<file path="config.mk">
export PLATFORM = sky130hd
export DESIGN_NAME = mrr_staging
export DESIGN_NICKNAME = d
export VERILOG_FILES = /design/src/sv/mrr_pkg.sv /design/src/sv/mrr_staging.sv
export SDC_FILE = /design/constraint.sdc
export NUM_CORES = 2
export LEC_CHECK = 0
export BUFFER_PORTS_ARGS = -buffer_cell sky130_fd_sc_hd__buf_2
export CAP_MARGIN = 20
export CORE_ASPECT_RATIO = 0.9
export CORE_MARGIN = 4
export CORE_UTILIZATION = 52
export CTS_CLUSTER_DIAMETER = 100
export DETAILED_ROUTE_END_ITERATION = 10
export PLACE_DENSITY = 0.65
export SLEW_MARGIN = 30
export SYNTH_ARGS = -nofsm -noshare
export SYNTH_HDL_FRONTEND = slang
export SYNTH_SLANG_ARGS = --single-unit
export TNS_END_PERCENT = 100
</file>
<file path="constraint.sdc">
create_clock -name aclk -period 6.75 [get_ports aclk]
set_input_delay 0.3375 -clock aclk [delete_from_list [all_inputs] [get_ports aclk]]
set_output_delay 0.3375 -clock aclk [all_outputs]
set_load 0.01 [all_outputs]
</file>
<file path="src/sv/mrr_pkg.sv">
// Shared constants, codes and types of the multi-reader record ring.
`timescale 1ns / 1ps
package mrr_pkg;

    localparam int BUFFER_BYTES = 4096;
    localparam int READERS      = 8;
    localparam int MAX_RECORD   = 512;
    localparam int HDR_BYTES    = 8;

    localparam int ADDR_W     = $clog2(BUFFER_BYTES);
    localparam int LEN_W      = ADDR_W + 2;
    localparam int NBANK      = 8;
    localparam int BANK_AW    = ADDR_W - 3;
    localparam int BANK_DEPTH = BUFFER_BYTES / NBANK;
    localparam int CNT_W      = $clog2(MAX_RECORD + 1);
    localparam int OFF_W      = CNT_W + 1;
    localparam int STG_WORDS  = (MAX_RECORD + 7) / 8;
    localparam int STG_AW     = (STG_WORDS > 1) ? $clog2(STG_WORDS) : 1;
    localparam int RID_W      = (READERS > 1) ? $clog2(READERS) : 1;
    localparam int MAX_PASSES = 8;
    localparam int PASS_W     = 4;

    // action codes
    localparam logic [2:0] ACT_APPEND  = 3'd0;
    localparam logic [2:0] ACT_CLAIM   = 3'd1;
    localparam logic [2:0] ACT_RELEASE = 3'd2;
    localparam logic [2:0] ACT_READ    = 3'd3;
    localparam logic [2:0] ACT_CLEAR   = 3'd4;

    // status codes
    localparam logic [3:0] ST_APPENDED   = 4'd0;
    localparam logic [3:0] ST_GRANTED    = 4'd1;
    localparam logic [3:0] ST_NONE_FREE  = 4'd2;
    localparam logic [3:0] ST_RELEASED   = 4'd3;
    localparam logic [3:0] ST_NO_DATA    = 4'd4;
    localparam logic [3:0] ST_TOO_LONG   = 4'd5;
    localparam logic [3:0] ST_DATA       = 4'd6;
    localparam logic [3:0] ST_CLEARED    = 4'd7;
    localparam logic [3:0] ST_DROPPED    = 4'd8;
    localparam logic [3:0] ST_BAD_READER = 4'd9;

    typedef enum logic [4:0] {
        S_INIT, S_IDLE, S_DISPATCH, S_CLEAR, S_EMIT,
        S_P_RD, S_P_CHK, S_M_STEP, S_M_ACC, S_W_WR0,
        S_PL_HDRN, S_PL_DATA, S_PL_HDRW,
        S_RD_HDR, S_RD_HDRW, S_RD_ISSUE, S_RD_DATA
    } state_t;

    typedef struct packed {
        logic              en;
        logic [ADDR_W-1:0] addr;
    } store_rd_t;

    typedef struct packed {
        logic              en;
        logic [ADDR_W-1:0] addr;
        logic [63:0]       data;
        logic [7:0]        mask;
    } store_wr_t;

endpackage

</file>
<file path="src/sv/mrr_staging.sv">
// Staging buffer: byte-wide appends, 8-byte word reads for placement.
`timescale 1ns / 1ps
module mrr_staging import mrr_pkg::*; (
    input  logic              aclk,
    input  logic              wen,
    input  logic [STG_AW-1:0] widx,
    input  logic [2:0]        wlane,
    input  logic [7:0]        wbyte,
    input  logic              ren,
    input  logic [STG_AW-1:0] ridx,
    output logic [63:0]       rdata
);

    logic [63:0] mem [STG_WORDS];
    logic [63:0] q_reg;

    always_ff @(posedge aclk) begin
        if (wen) begin
            mem[widx][8*wlane +: 8] <= wbyte;
        end
        if (ren) begin
            q_reg <= mem[ridx];
        end
    end

    assign rdata = q_reg;

endmodule

</file>
After elaboration in Yosys (flattened, before gate mapping)
Memories as Yosys holds them, arrays and structs flattened. A register that Yosys moved wholly into a read port is not among the register bits.
Cells that the tools add are included.
{ "op_classes": {"n_addsub": 1, "shifts": 2, "mux": 2} }
{ "ops": {"columns": ["operator", "n"], "rows": [
  ["64-bit 2-to-1 mux", 1],
  ["8-bit by 34-bit variable shift with 64-bit output, first input constant", 1],
  ["8-bit by 34-bit variable part select with 64-bit output", 1],
  ["6-bit negation with 34-bit output", 1],
  ["1-bit 2-to-1 mux", 1]
]} }
{ "word_totals": {"reg_bits": 0, "ram_bits": 4096, "output_inout_bits": 64, "word_cells": 6, "memories": 1} }
{ "memory_table": {"columns": ["memory", "words", "width", "read_ports", "rd_clocked_by_memory_dff", "wr", "line", "rtl"], "rows": [
  ["mem", 64, 64, 1, 1, 1, "mrr_staging.sv:14", "logic [63:0] mem [STG_WORDS];"]
]} }

Longest topological paths before layout
{ "logic_depth": {"depth_word": 3, "depth_mapped": 10} }

Worst setup path before layout
OpenSTA, ideal clock, no wires.
{ "synth_timing": {"path_kind": "input to register", "from": "input wlane[0]", "to": "memory mem[0][29] (data pin)", "t_arrival_ns": 4.096, "required_time_ns": 6.038, "path_slack_ns": 1.942, "cell_stages": 6, "cell_sequence": "clkbuf_1 > inv_1 > ha_1 > ha_1 > clkbuf_1 > nor3b_1"} }
{ "synth_between": {"elab_chain_cells": 2} }
{ "synth_lines": {"columns": ["item", "line", "rtl"], "rows": [
  ["start, declared", "mrr_staging.sv:7", "input logic [2:0] wlane,"],
  ["6-bit negation with 34-bit output", "mrr_staging.sv:19", "mem[widx][8*wlane +: 8] <= wbyte;"],
  ["8-bit by 34-bit variable part select with 64-bit output", "mrr_staging.sv:19", null],
  ["end, declared", "mrr_staging.sv:14", null]
]} }
No other way between the ends.

Worst setup path after layout
{ "layout_timing": {"from": "input wlane[0]", "to": "memory mem[33][52] (enable)"} }
{ "layout_between": {"elab_chain_cells": 3} }
{ "layout_lines": {"columns": ["item", "line"], "rows": [
  ["6-bit negation with 34-bit output", "mrr_staging.sv:19"],
  ["8-bit by 34-bit variable shift with 64-bit output", "mrr_staging.sv:19"],
  ["64-bit 2-to-1 mux (not written as such)", "mrr_staging.sv:19"]
]} }
No other way between the ends.

==> impl_metrics.toml <==
[outcome]
outcome = "complete, no violations"

[pwr]
total_power_mw = 51.8
pwr-share-clk_pct = 42.1
power_frac_seq_pct = 54.7
p_leak_nw = 43.9
power.density_nw_per_um2 = 293
p_sw_mw = 10.7
vdd_ir_drop_max_mv = 0.243
combPwrFrac_pct = 3.2
p_int_mw = 41.1
switching_share_pct = 20.7

[yosys]
yosys_warnings = 0
synth-async-reset-ratio_pct = 0
synth_edf_count = 4160
synth_commonest_cells = "edfxtp_1, mux4_2, nor2_1"
synthDominantAreaCellType = "edfxtp_1"
synth.distinct_cells = 45
synth_fp_nets = 7179
synth_top_area_share_pct = 78.7
ys_seq_area_share_pct = 78.7
synthesis.instances = 7151
synthFlopType = "edfxtp_1"
syn_area_um2 = 159000
syn_avg_cell_area_um2 = 22.2
ys_top_cells_by_area = "edfxtp_1, mux4_2, o22ai_1, nor2_1, mux2i_1"
synth.most_common_cell = "edfxtp_1"
yosys_register_bits = 4160

[drt]
wire_per_inst_um = 37.1
firstDrtPassIters = 6
initialDrtViolationCount = 11800
vias = 79100
drc = 0
via_per_inst = 6.68
totalWireLength_mm = 439
antenna_left = 0

[global_route]
grt_use_total_pct = 27.8
grt_pass1_wl_mm = 612
grt_overflow = 0
grt_pass1_vias = 77000
grt_max_degree = 121
antenna_found_initial = 65

[clocking]
cts_setup_buffers = 0
clock_latency_ps = 910
root_buffer = "clkbuf_16"
path_clk_slew_ps = 60
numCtsBuffers = 399
cts_buffer_depth = 4
htreeDepth = 5
cts_resized = 0
cts_tree = "built"
cts_num_sinks = 4160

[die]
rows = 192
die_y_um = 532
start_util_pct = 52.2
pin_count = 90
die_x_um = 590
die_area_um2 = 314000
core_region_area_um2 = 304000

[worst_setup_path]
path_class = "input pin to register"
worstReg2RegStart = "mem[10][63]"
critPathTopFamily = "simple AND/OR/NAND/NOR gates"
cp_max_fo = 64
worst_setup_path_start_kind = "input pin"
cp_num_buf_inv = 2
cp_slowest_cell = "nor2_1"
r2r_end = "rdata[63]"
crit_required_ps = 7290
critPathArrivalTime_ps = 4020
r2r_slack_ps = 3910
cpPeakStageDelay_ps = 950
worstSetupEndpointType = "register"
crit_chain = "buf_2 > inv_1 > ha_1 > ha_1 > nor2b_1 > nor2b_1 > nand2b_4 > nor2_1"
ff2ff_path_depth = 5

[sta]
period_share_pct = 51.7
tns_ps = 0
whs_ps = 107
slew_violations = 0
fin_skew_ps = 32.8
relSlewSlack_pct = 22.7
rsz0062_at_grt = "false"
hold_viol = 0
timing.fmax_ghz = 0.287
tightest_slew_ps = 1130
setup_ws_ps = 3260
min_period_ps = 3490
finalSetupViolations = 0

[place]
io_buffers = 89
routabilityCongestion = 0.891
placed_area_um2 = 164000
pre_cts_slack_ps = 2520
dp_cells = 11100
dp_hpwl_mm = 266

[min_path]
hp-start = "ridx[4]"
hp-class = "input pin to register"
holdPathEnd = "rdata[49]"
worstHoldPathCells = 3

[layout]
ff_latch_area_um2 = 125000
layout.nets = 7410
multiInputGateArea_um2 = 32100
final_core_util_pct = 58.2
final_cells = 11900
final_design_area_no_fill_um2 = 177000
fill_cells = 21500
areaGrowthSynthToFinish_pct = 11.5
drive_above_1_share_pct = 25.3

[job]
cap_violations = 0
-- what timing repair did --
| action | 4_1_cts | 5_1_grt |
|---|---|---|
| endpoints found under the hold margin | 3 | 0 |
| endpoints found under the setup margin | 0 | 0 |
| hold buffers | 1 | 0 |
-- power groups by stage --
stage | sequential [mW] | clock, mW | combinational, mW
CTS | 28.3 | 22.0 | 1.64
detailed placement | 28.9 | 0 | 1.64
global route | 28.3 | 23.2 | 1.71
finish | 28.3 | 21.8 | 1.64
floorplan | 28.9 | 0 | 0.958
global placement | 28.9 | 0 | 1.61
-- per-layer routing --
metal  wire [um]  global-route usage [%]  part of all wire [%]  up-vias
li1            -                       -                     -    30900
met1      163000                    38.8                    37    42300
met2      204000                    41.2                    46     5161
met3       52500                    7.88                    12      848
met4       20200                    12.5                   4.6       12
met5         241                   0.382                 0.055        -
-- sequential cells by signal (all words and copies together) (netlist names) --
| signal | cells |
|---|---|
| mem | 4096 |
| rdata | 64 |
-- how the worst max path moves through the flow --
stage	from	to	slack (ps)	depth (start not counted)
after global routing	wlane[0]	mem[61][52]	3230	8
after global placement	wlane[0]	mem[21][28]	1640	8
after floorplan	wlane[0]	mem[0][29]	1940	6
after CTS	wlane[0]	mem[52][58]	3470	9
final	wlane[0]	mem[33][52]	3260	8
after detailed placement	wlane[0]	mem[33][50]	2520	8
-- area by class of cell --
class,instances,share of cell area (%)
clock inverter,214,1.14
inverter,9,0.0198
sequential,4160,70.6
antenna,86,0.122
tap,4074,2.88
timing repair buffer,255,1.14
clock buffer,498,5.95
multi-input combinational,2557,18.1
-- cell families (layout without fill, tap and decap cells) --
family,after synthesis,after routing,synth area share [%]
AO/OA/AOI/OAI,573,573,2.43
adder cells (fa/ha/maj),2,2,0.0158
buffers and inverters,434,976,1.33
flip-flops,4160,4160,78.7
multiplexers,1109,1109,15.1
other,0,86,0
AND/OR/NAND/NOR,873,873,2.42
-- worst min-delay path, stage by stage --
cell and delay [ps]:
buf_2 250, a21oi_1 190, nor3_1 60
-- cells in the final DEF (no fill, tap or decap), types with 7 or more instances in the layout --
| cell type | n |
|---|---|
| edfxtp_1 | 4160 |
| mux4_2 | 1024 |
| nor2_1 | 524 |
| clkbuf_16 | 407 |
| o22ai_1 | 333 |
| buf_4 | 146 |
| clkbuf_1 | 91 |
| diode_2 | 86 |
| clkinv_1 | 85 |
| buf_2 | 83 |
| mux2i_1 | 82 |
| a21oi_1 | 66 |
| nand2_1 | 63 |
| o221ai_1 | 61 |
| o22a_1 | 60 |
| clkinv_2 | 57 |
| nor3_1 | 56 |
| nor4_1 | 55 |
| and2_2 | 41 |
| bufinv_16 | 34 |
| nor2b_1 | 27 |
| a211oi_1 | 26 |
| buf_12 | 22 |
| and2_4 | 20 |
| clkinvlp_4 | 19 |
| nand2_4 | 14 |
| nand2_2 | 13 |
| o21ai_0 | 9 |
| nor2_2 | 9 |
| inv_1 | 8 |
| nor3b_2 | 8 |
| inv_6 | 7 |
(Power assumes the default switching activity.)
